<file path="src/rtl/core/lifegs_pkg.sv">
// Shared types, cell codes and neighbor tables for the life grid block.
// No dependencies; used by the controller, the datapath and the top level.
`default_nettype none
package lifegs_pkg;

  localparam logic [2:0] CELL_EMPTY    = 3'd0;
  localparam logic [2:0] CELL_SURVIVED = 3'd1;
  localparam logic [2:0] CELL_BORN     = 3'd2;
  localparam logic [2:0] CELL_DIED     = 3'd3;
  localparam logic [2:0] CELL_FROM_XM  = 3'd4;
  localparam logic [2:0] CELL_FROM_XP  = 3'd5;
  localparam logic [2:0] CELL_FROM_YM  = 3'd6;
  localparam logic [2:0] CELL_FROM_YP  = 3'd7;

  localparam logic [1:0] OP_WRITE   = 2'd0;
  localparam logic [1:0] OP_READ    = 2'd1;
  localparam logic [1:0] OP_ADVANCE = 2'd2;

  localparam logic [1:0] CFG_WIDTH  = 2'd0;
  localparam logic [1:0] CFG_HEIGHT = 2'd1;

  localparam logic [3:0] P1_LAST = 4'd9;
  localparam logic [3:0] P2_LAST = 4'd5;
  localparam logic [3:0] P3_LAST = 4'd1;

  typedef enum logic [2:0] {
    MODE_NONE,
    MODE_CLR,
    MODE_OP,
    MODE_P1,
    MODE_P2,
    MODE_P3
  } mode_t;

  typedef struct packed {
    mode_t      mode;
    logic [3:0] step;
    logic       accept;
    logic       cell_next;
    logic       cell_rst;
    logic       load_out;
  } cmd_t;

  typedef struct packed {
    logic last_cell;
    logic p2_done;
    logic clr_last;
  } status_t;

  // Offsets 0, 1, 2 stand for -1, 0, +1.
  typedef struct packed {
    logic [1:0] dx;
    logic [1:0] dy;
  } offs_t;

  function automatic logic is_live(input logic [2:0] s);
    return (s == CELL_SURVIVED) || (s == CELL_BORN) || s[2];
  endfunction

  function automatic offs_t p1_offs(input logic [3:0] s);
    offs_t o;
    case (s)
      4'd0: o = '{dx: 2'd0, dy: 2'd0};
      4'd1: o = '{dx: 2'd0, dy: 2'd1};
      4'd2: o = '{dx: 2'd0, dy: 2'd2};
      4'd3: o = '{dx: 2'd1, dy: 2'd0};
      4'd4: o = '{dx: 2'd1, dy: 2'd1};
      4'd5: o = '{dx: 2'd1, dy: 2'd2};
      4'd6: o = '{dx: 2'd2, dy: 2'd0};
      4'd7: o = '{dx: 2'd2, dy: 2'd1};
      4'd8: o = '{dx: 2'd2, dy: 2'd2};
      default: o = '{dx: 2'd1, dy: 2'd1};
    endcase
    return o;
  endfunction

  // Source search order: x-1, y-1, y+1, x+1.
  function automatic offs_t p2_offs(input logic [1:0] k);
    offs_t o;
    case (k)
      2'd0: o = '{dx: 2'd0, dy: 2'd1};
      2'd1: o = '{dx: 2'd1, dy: 2'd0};
      2'd2: o = '{dx: 2'd1, dy: 2'd2};
      2'd3: o = '{dx: 2'd2, dy: 2'd1};
      default: o = '{dx: 2'd1, dy: 2'd1};
    endcase
    return o;
  endfunction

  function automatic logic [2:0] p2_tag(input logic [1:0] k);
    logic [2:0] t;
    case (k)
      2'd0: t = CELL_FROM_XM;
      2'd1: t = CELL_FROM_YM;
      2'd2: t = CELL_FROM_YP;
      2'd3: t = CELL_FROM_XP;
      default: t = CELL_EMPTY;
    endcase
    return t;
  endfunction

endpackage
`default_nettype wire

</file>
<file path="src/rtl/core/lifegs_ctrl.sv">
// Controller state machine of the life grid block: clearing sweep, operations
// and the three advance passes. Depends on lifegs_pkg.
`default_nettype none
module lifegs_ctrl (
  input  wire logic              clk,
  input  wire logic              rst_n,
  input  wire logic              in_tvalid,
  output logic                   in_tready,
  input  wire logic [1:0]        in_op,
  output logic                   out_tvalid,
  input  wire logic              out_tready,
  output lifegs_pkg::cmd_t       cmd,
  input  wire lifegs_pkg::status_t sts
);

  typedef enum logic [2:0] {
    ST_CLR, ST_IDLE, ST_OP, ST_P1, ST_P2, ST_P3, ST_DONE
  } state_t;

  state_t     state_r, state_nxt;
  logic [3:0] step_r, step_nxt;
  logic       out_valid_r, out_valid_nxt;

  assign in_tready  = (state_r == ST_IDLE);
  assign out_tvalid = out_valid_r;

  always_comb begin
    cmd           = '0;
    cmd.mode      = lifegs_pkg::MODE_NONE;
    cmd.step      = step_r;
    state_nxt     = state_r;
    step_nxt      = step_r;
    out_valid_nxt = out_valid_r && !out_tready;
    case (state_r)
      ST_CLR: begin
        cmd.mode = lifegs_pkg::MODE_CLR;
        if (sts.clr_last) state_nxt = ST_IDLE;
      end
      ST_IDLE: begin
        if (in_tvalid) begin
          cmd.accept = 1'b1;
          step_nxt   = '0;
          if (in_op == lifegs_pkg::OP_ADVANCE) begin
            cmd.cell_rst = 1'b1;
            state_nxt    = ST_P1;
          end else if (in_op == lifegs_pkg::OP_WRITE || in_op == lifegs_pkg::OP_READ) begin
            state_nxt = ST_OP;
          end else begin
            state_nxt = ST_DONE;
          end
        end
      end
      ST_OP: begin
        cmd.mode  = lifegs_pkg::MODE_OP;
        state_nxt = ST_DONE;
      end
      ST_P1: begin
        cmd.mode = lifegs_pkg::MODE_P1;
        step_nxt = step_r + 4'd1;
        if (step_r == lifegs_pkg::P1_LAST) begin
          step_nxt = '0;
          if (sts.last_cell) begin
            cmd.cell_rst = 1'b1;
            state_nxt    = ST_P2;
          end else begin
            cmd.cell_next = 1'b1;
          end
        end
      end
      ST_P2: begin
        cmd.mode = lifegs_pkg::MODE_P2;
        step_nxt = step_r + 4'd1;
        if (sts.p2_done) begin
          step_nxt = '0;
          if (sts.last_cell) begin
            cmd.cell_rst = 1'b1;
            state_nxt    = ST_P3;
          end else begin
            cmd.cell_next = 1'b1;
          end
        end
      end
      ST_P3: begin
        cmd.mode = lifegs_pkg::MODE_P3;
        step_nxt = step_r + 4'd1;
        if (step_r == lifegs_pkg::P3_LAST) begin
          step_nxt = '0;
          if (sts.last_cell) begin
            state_nxt = ST_DONE;
          end else begin
            cmd.cell_next = 1'b1;
          end
        end
      end
      ST_DONE: begin
        if (!out_valid_r || out_tready) begin
          cmd.load_out  = 1'b1;
          out_valid_nxt = 1'b1;
          state_nxt     = ST_IDLE;
        end
      end
      default: state_nxt = ST_IDLE;
    endcase
  end

  always_ff @(posedge clk) begin
    if (!rst_n) begin
      state_r     <= ST_CLR;
      step_r      <= '0;
      out_valid_r <= 1'b0;
    end else begin
      state_r     <= state_nxt;
      step_r      <= step_nxt;
      out_valid_r <= out_valid_nxt;
    end
  end

  a_reset_clears: assert property (@(posedge clk) !rst_n |=> state_r == ST_CLR)
    else $error("reset did not start the clearing sweep");
  a_adv_enters_p1: assert property (@(posedge clk) disable iff (!rst_n)
    (state_r == ST_IDLE && in_tvalid && in_op == lifegs_pkg::OP_ADVANCE) |=> state_r == ST_P1)
    else $error("advance did not enter the first pass");
  a_p1_step_range: assert property (@(posedge clk) disable iff (!rst_n)
    state_r == ST_P1 |-> step_r <= lifegs_pkg::P1_LAST)
    else $error("first pass step out of range");
  a_done_waits: assert property (@(posedge clk) disable iff (!rst_n)
    (state_r == ST_DONE && out_valid_r && !out_tready) |=> state_r == ST_DONE)
    else $error("result dropped while output stalled");

endmodule
`default_nettype wire

</file>
<file path="config.mk">
export PLATFORM = sky130hd
export DESIGN_NAME = lifegs_ctrl
export DESIGN_NICKNAME = d
export VERILOG_FILES = /design/src/rtl/core/lifegs_pkg.sv /design/src/rtl/core/lifegs_ctrl.sv
export SDC_FILE = /design/constraint.sdc
export NUM_CORES = 1
export LEC_CHECK = 0
export ABC_AREA = 1
export BUFFER_PORTS_ARGS = -buffer_cell sky130_fd_sc_hd__buf_2
export CAP_MARGIN = 20
export CORE_UTILIZATION = 50
export DETAILED_ROUTE_END_ITERATION = 10
export PLACE_DENSITY = 0.86
export SLEW_MARGIN = 25
export SYNTH_ARGS = -nofsm -noshare
export SYNTH_HDL_FRONTEND = slang
export SYNTH_SLANG_ARGS = --single-unit
export TNS_END_PERCENT = 30
</file>
<file path="constraint.sdc">
create_clock -name clk -period 3.48 [get_ports clk]
set_input_delay 0.174 -clock clk [delete_from_list [all_inputs] [get_ports clk]]
set_output_delay 0.174 -clock clk [all_outputs]
set_load 0.005 [all_outputs]
</file>
==> flow_summary.yaml <==
status:
  outcome: "complete, no violations"
worst_setup_path:
  critPathMaxStageDelay_ns: 0.63
  end_kind: "primary output"
  arrival_ns: 1.66
  path_delay_family: "flip-flops"
  start_kind: "register"
  crit_type: "reg2out"
  worstPathCellList: "nand3_2 > o21ai_0 > a32o_1 > buf_2"
  cp_max_fo: 10
  critical_path_required_ns: 3.31
  crit_slowest_cell: "dfxtp_1"
  cp_num_buf_inv: 1
floorplan:
  fp-row-count: 13
  dieHeight_um: 40.1
  die_width_um: 40.1
  core_sq_mm: 0.00132
  dieArea_sq_mm: 0.00161
  initial_core_util_pct: 55.1
  ioPinCount: 22
power:
  powerDensity_mw_per_mm2: 675
  total_leakage_power_nw: 0.430
  vdd_drop_max_uv: 338
  total_power_uw: 566
clocking:
  cts-buffers-inserted: 3
  worst_skew_pair.late_latency_ns: 0.25
  tritoncts: "built"
  clkSlewWorstSetupHoldPaths_ns: 0.05
  cts_sinks: 8
  ctsHtreeMaxLevel: 1
  cts_resized: 0
  cts_root_buffer: "clkbuf_4"
  cts_setup_buffers: 0
  cts_hold_buf: 0
  clock_path_buffers: 2
run:
  cap_violations: 0
logic_synthesis:
  synth_compound_area_share_pct: 10.5
  syn_area_sq_um: 726
  synth-simple-area-share_pct: 46.7
  syn_avg_cell_area_sq_um: 6.54
  synth_nets: 122
  synth_fa_ha_area_share_pct: 3.45
  seq_area_frac_synth_pct: 22.1
  synth-xor-area-share_pct: 2.41
  synth_top_family_by_area: "simple AND/OR/NAND/NOR gates"
  synth_cells: 111
  synthMuxAreaShare_pct: 0
  yosysWarnings: 0
  ys_types: 23
  ys_ff_latch: 8
drt:
  drt-total-wl_um: 1660
  viasPerCell: 5.21
  wl_per_cell_um: 11.3
  drtIter0Drc: 13
  drc: 0
  vias: 766
  firstDrtPassIters: 4
  ant_nets: 0
final_layout:
  fin_nets: 145
  drive_above_1_share_pct: 34.1
  num_antenna_cells: 0
  final_cell_mix: "21 x nor2_1, 21 x buf_2, 15 x nand2_1, 13 x nand3_1, 12 x inv_1"
  postLayoutCellArea_sq_um: 838
  final_core_util_pct: 63.6
  area_growth_pct: 15.5
  fill_cells: 131
sta:
  max_freq_mhz: 546
  setup_viol: 0
  drv_slew: 0
  hold_slack_ns: 0.201
  worstMarginPinSlew_ns: 0.496
  rsz0062_at_grt: "no"
  slew_headroom_pct: 66.9
  finalHoldViolations: 0
  clock_skew_ns: 0.000459
  min_period_ns: 1.83
  tns_ns: 0
  min_period_over_period_pct: 52.6
placed_design:
  finalWeightedCongestion: 0.898
  placed_cell_area_sq_um: 816
  dp_hpwl_um: 1370
  portBuffers: 21
hold_path:
  hold_class: "in2reg"
global_routing:
  grt.overflow.total: 0
  grt_pass1_wl_um: 2500
  antenna_found_initial: 0
  grt_pass1_vias: 657
  grt_max_degree: 12
  grt_use_total_pct: 23.7
[worst reg2reg max path: stages (launching register included)]
cell	delay, ns
dfxtp_1	0.63
nor2_1	0.13
nand3b_1	0.12
nand2_2	0.09
nor2_4	0.19
inv_1	0.06
o21ai_1	0.11
nor2_1	0.05
[path summary, 6_finish.rpt]
path	start	to	slack, ns	cells past startpoint
setup / recovery	state_r[1]$_SDFFE_PN0P_	cmd[1]	1.65	4
hold / removal	rst_n	state_r[1]$_SDFFE_PN0P_	0.20	3
setup reg to reg	state_r[1]$_SDFFE_PN0P_	step_r[2]$_SDFFE_PN0P_	2.00	7
hold reg to reg	step_r[0]$_SDFFE_PN0P_	step_r[0]$_SDFFE_PN0P_	0.54	2
[sequential cells by signal, indices dropped and copies added (netlist names)]
register    cells
out_tvalid      1
state_r         3
step_r          4
[per-stage QoR]
step / cells / setup WS [ns]
global route: 147 / 1.55
detailed placement: 144 / 1.94
floorplan: 111 / 2.22
finish: 147 / 1.65
CTS: 147 / 1.66
global placement: 144 / 2.02
[layer usage]
metal | part of all wire (%) | up-vias | track usage [%]
met1 | 46 | 347 | 29.0
met5 | 0 | - | 0
met3 | 4.5 | 2 | 1.67
li1 | - | 394 | -
met4 | 1.0 | 0 | 14.7
met2 | 48 | 23 | 39.9
[cells in the mapped netlist (all sizes together)]
cell | count | area, sq um
nor2 | 29 | 144
nand2 | 19 | 81.3
inv | 17 | 73.8
nand3 | 16 | 95.1
dfxtp | 8 | 160
o21ai | 5 | 28.8
a21oi | 3 | 15.0
buf | 3 | 33.8
o21a | 3 | 22.5
ha | 2 | 25.0
xor2 | 2 | 17.5
a32o | 1 | 10.0
nand3b | 1 | 7.51
nand4 | 1 | 6.26
nor3 | 1 | 5.00
[logic make-up after synthesis]
kind of cell    count (synthesis)
compound gates                 12
xor+xnor                        2
flops                           8
fa+ha+maj                       2
simple gates                   67
buf+inv                        20
[area by class of cell]
cell class	instances	area [sq um]	area share, %
Sequential cell	8	160	19.1
Inverter	17	73.8	8.81
Clock buffer	3	22.5	2.69
Timing Repair Buffer	21	105	12.5
Multi-Input combinational cell	83	458	54.6
Tap cell	15	18.8	2.24
[power breakdown]
group / internal, mW / leakage (nW) / switching, mW
clock: 0.0394 / 0.0138 / 0.0308
sequential: 0.113 / 0.0654 / 0.0570
combinational: 0.129 / 0.351 / 0.197
total: 0.281 / 0.430 / 0.284
No activity file was read; power rests on OpenSTA's default activity.
